**config.mk**
```make
export PLATFORM = sky130hd
export DESIGN_NAME = rtmpm_ram
export DESIGN_NICKNAME = d
export VERILOG_FILES = /design/src/sv/rtmpm_ram.sv
export SDC_FILE = /design/constraint.sdc
export NUM_CORES = 1
export LEC_CHECK = 0
export BUFFER_PORTS_ARGS = -buffer_cell sky130_fd_sc_hd__buf_2
export CAP_MARGIN = 20
export CORE_MARGIN = 2
export CORE_UTILIZATION = 55
export CTS_CLUSTER_DIAMETER = 40
export CTS_CLUSTER_SIZE = 10
export DETAILED_ROUTE_END_ITERATION = 16
export PLACE_DENSITY = 0.69
export RECOVER_POWER = 25
export SLEW_MARGIN = 5
export SYNTH_ARGS = -nofsm -noshare
export SYNTH_HDL_FRONTEND = slang
export SYNTH_SLANG_ARGS = --single-unit
```
**constraint.sdc**
```tcl
create_clock -name i_clk -period 3.1 [get_ports i_clk]
set_clock_uncertainty 0.1 [all_clocks]
set_input_delay 0.62 -clock i_clk [delete_from_list [all_inputs] [get_ports i_clk]]
set_output_delay 0.62 -clock i_clk [all_outputs]
set_load 0.005 [all_outputs]
```
**src/sv/rtmpm_ram.sv**
```systemverilog
// generic simple dual-port ram, one write and one registered read port
// no dependencies
module rtmpm_ram #(
    parameter int WIDTH = 8,
    parameter int DEPTH = 64
) (
    input  logic                                   i_clk,
    input  logic                                   i_we,
    input  logic [(DEPTH > 1 ? $clog2(DEPTH) : 1)-1:0] i_waddr,
    input  logic [WIDTH-1:0]                       i_wdata,
    input  logic                                   i_re,
    input  logic [(DEPTH > 1 ? $clog2(DEPTH) : 1)-1:0] i_raddr,
    output logic [WIDTH-1:0]                       o_rdata
);
    logic [WIDTH-1:0] r_mem [DEPTH];
    logic [WIDTH-1:0] r_rdata;

    always_ff @(posedge i_clk) begin
        if (i_we) begin
            r_mem[i_waddr] <= i_wdata;
        end
        if (i_re) begin
            r_rdata <= r_mem[i_raddr];
        end
    end

    assign o_rdata = r_rdata;
endmodule

```
==> flow_summary.ini <==
[drt]
drt_iter0_markers = 1179
ant_nets = 0
drc = 0
detail_route.vias_per_cell = 6.37
firstDrtPassIters = 5
routed_wl_mm = 45.5
num_vias = 10200
wl_per_cell_um = 28.4

[clock_tree]
root_buffer = clkbuf_16
clk_latency_ps = 580
htreeDepth = 3
clock_sinks = 520
clk_path_buf_depth = 3
cts_resized = 0
cts_setup_buffers = 0
ctsHoldBuffers = 0
path_clk_slew_ps = 50
cts_buffers = 68
tritoncts = built

[synthesis]
syn_area_mm2 = 0.0202
async_flop_share_pct = 0
syn_inst = 940
synth_top_cell_by_area = edfxtp_1
synth-edff-count = 520
ys_types = 39
ys.flop_type = edfxtp_1
ys_ff_latch = 520
yosysSeqAreaShare_pct = 77.1
synth_area_leaders = edfxtp_1, mux4_2, nor2_1
syn_avg_cell_area_um2 = 21.5
synth_top_cell_area_share_pct = 77.1
syn_nets = 963
yosys_warnings = 0

[global_route]
antenna_found_initial = 6
grtUsageTotal_pct = 24.7
grt_pass1_vias = 10200
gr-total-overflow = 0
grt_max_degree = 65
grt_pass1_wl_mm = 67.4

[timing]
finalSetupViolCount = 0
hold_viol_final = 0
slew_headroom_pct = -10.1
period_needed_ps = 2400
fmax_mhz = 417
holdWs_ps = 308
slew_violations = 102
period_share_pct = 77.4
fin_setup_tns_ps = 0
rsz0062_at_grt = no
max_slew.worst_pin.slew_ps = 1650

[floorplanning]
design.core.area_mm2 = 0.0364
die_x_um = 196
die-area_mm2 = 0.0384
row_count = 70
initial_core_util_pct = 55.6
ios = 31
die_h_um = 196

[worst_setup_path]
rr_endpoint = o_rdata[0]$_DFFE_PP_
crit_family = buffers and inverters
crit_chain = clkbuf_8 > buf_12 > buf_4 > mux2_2 > a221oi_1 > buf_4 > o2bb2ai_1
cp_num_buf_inv = 4
cp-end-kind = register
critPathMaxFanout = 25
criticalPathCategory = in2reg
cp_slowest_stage_delay_ps = 520
critPathSlowestCell = a221oi_1
rr_worst_depth = 5
critPathMostFrequentCell = buf_4
r2r_start = r_mem[45][0]$_DFFE_PP_
crit_required_ps = 3320
crit_start = i_raddr[0]
start_kind = input pin
worstPathArrival_ps = 2620
r2r_slack_ps = 810

[placed_design]
gp_congestion = 0.844
hpwlAfterDp_mm = 28.9
port_buffers = 30

[final_layout]
layout-drive-gt1-share_pct = 32.1
final_nets = 1128
area_growth_pct = 16.7

[worst_hold_path]
min_to = r_mem[60][5]$_DFFE_PP_
holdPathStages = 1
hp-class = in2reg
min_from = i_wdata[5]

[power_and_ir_drop]
powerDensity_mw_per_mm2 = 659
p_leak_nw = 7.65
vdd_drop_max_mv = 0.429

[outcome]
violations = capacitance limit, slew limit
status = finished with violations

[run]
max-cap-violations = 3
==> metal layers <==
metal | part of all wire (%) | vias up | global-route usage [%] | routed length (um)
met4 | 2.7 | 8 | 8.78 | 1250
met3 | 9.3 | 88 | 5.55 | 4230
met1 | 41 | 5337 | 36.2 | 18600
li1 | - | 4260 | - | -
met2 | 47 | 504 | 37.2 | 21400
met5 | 0.13 | - | 0 | 59
==> final cells by class <==
cell class / instances / area (um2)
tap: 468 / 586
clock inverter: 22 / 200
multi-input combinational: 369 / 4320
clock buffer: 73 / 1760
sequential: 520 / 15600
fill: 2363 / 12800
timing repair buffer: 146 / 1130
antenna: 2 / 5.00
==> how the worst max path moves through the flow <==
stage | end | slack [ps] | depth (start not counted)
global route | o_rdata[4]$_DFFE_PP_ | 600 | 8
global placement | o_rdata[6]$_DFFE_PP_ | 150 | 7
finish | o_rdata[0]$_DFFE_PP_ | 700 | 7
floorplan | o_rdata[3]$_DFFE_PP_ | 570 | 7
detailed placement | o_rdata[6]$_DFFE_PP_ | 90 | 7
CTS | o_rdata[6]$_DFFE_PP_ | 690 | 7
==> cell families (layout without fill, tap and decap cells) <==
logic type / count (synthesis) / after routing / share of synthesized area [%]
compound gates: 54 / 54 / 2.06
flops: 520 / 520 / 77.1
other cells: 0 / 2 / 0
buf+inv: 51 / 241 / 1.56
mux: 162 / 162 / 15.9
simple gates: 153 / 153 / 3.37
==> through the flow <==
step                power [mW]  cells  instance area, um2  setup slack (ps)  util (%)
global route              16.0   1600               23600               597      64.8
CTS                       15.7   1598               23600               689      64.9
finish                    15.6   1600               23600               701      64.8
global placement          8.71   1503               21700               145      59.5
detailed placement        8.72   1503               21700              88.2      59.5
floorplan                 8.37    940               20200               574         -
==> synth_stat cells (2+ instances only) <==
library cell  count
a221oi_1          6
nor2b_1          14
o21ai_0           2
o2bb2ai_1         3
buf_1             4
o221ai_1          8
nor4_1            2
nand2b_1          7
o41ai_1           2
buf_2            11
o21ai_1           2
nand3_1          13
nand2_1          19
a211oi_1          4
mux4_2          126
a2111oi_0         2
buf_6             4
o21a_1            2
nor2_1           83
o32ai_1           2
clkbuf_1         17
o2111ai_1         3
o221a_2           2
nand4_1           2
buf_4            13
a21oi_1           3
edfxtp_1        520
nor3_1            7
nand3b_1          3
mux2i_1          23
o22ai_1           8
a22oi_1           3
buf_12            2
mux2_2           13
==> power by group <==
| part | leakage [nW] | internal [mW] | switching, mW |
|---|---|---|---|
| clock network | 0.959 | 4.22 | 2.77 |
| registers | 4.69 | 7.81 | 0.0225 |
| logic | 2.01 | 0.303 | 0.446 |
==> state kept, by name, summed over array words and instances (netlist names) <==
register / cells
o_rdata: 8
r_mem: 512
==> cells in the final DEF, fill, tap and decap left out, types with 10 or more instances in the layout <==
cell type / n
clkbuf_1: 15
buf_12: 10
mux4_2: 126
mux2_2: 13
clkbuf_16: 70
nand2_1: 19
nor2_1: 83
edfxtp_1: 520
nor2b_1: 14
buf_2: 19
buf_4: 104
mux2i_1: 23
nand3_1: 13
(Power assumes the default switching activity.)
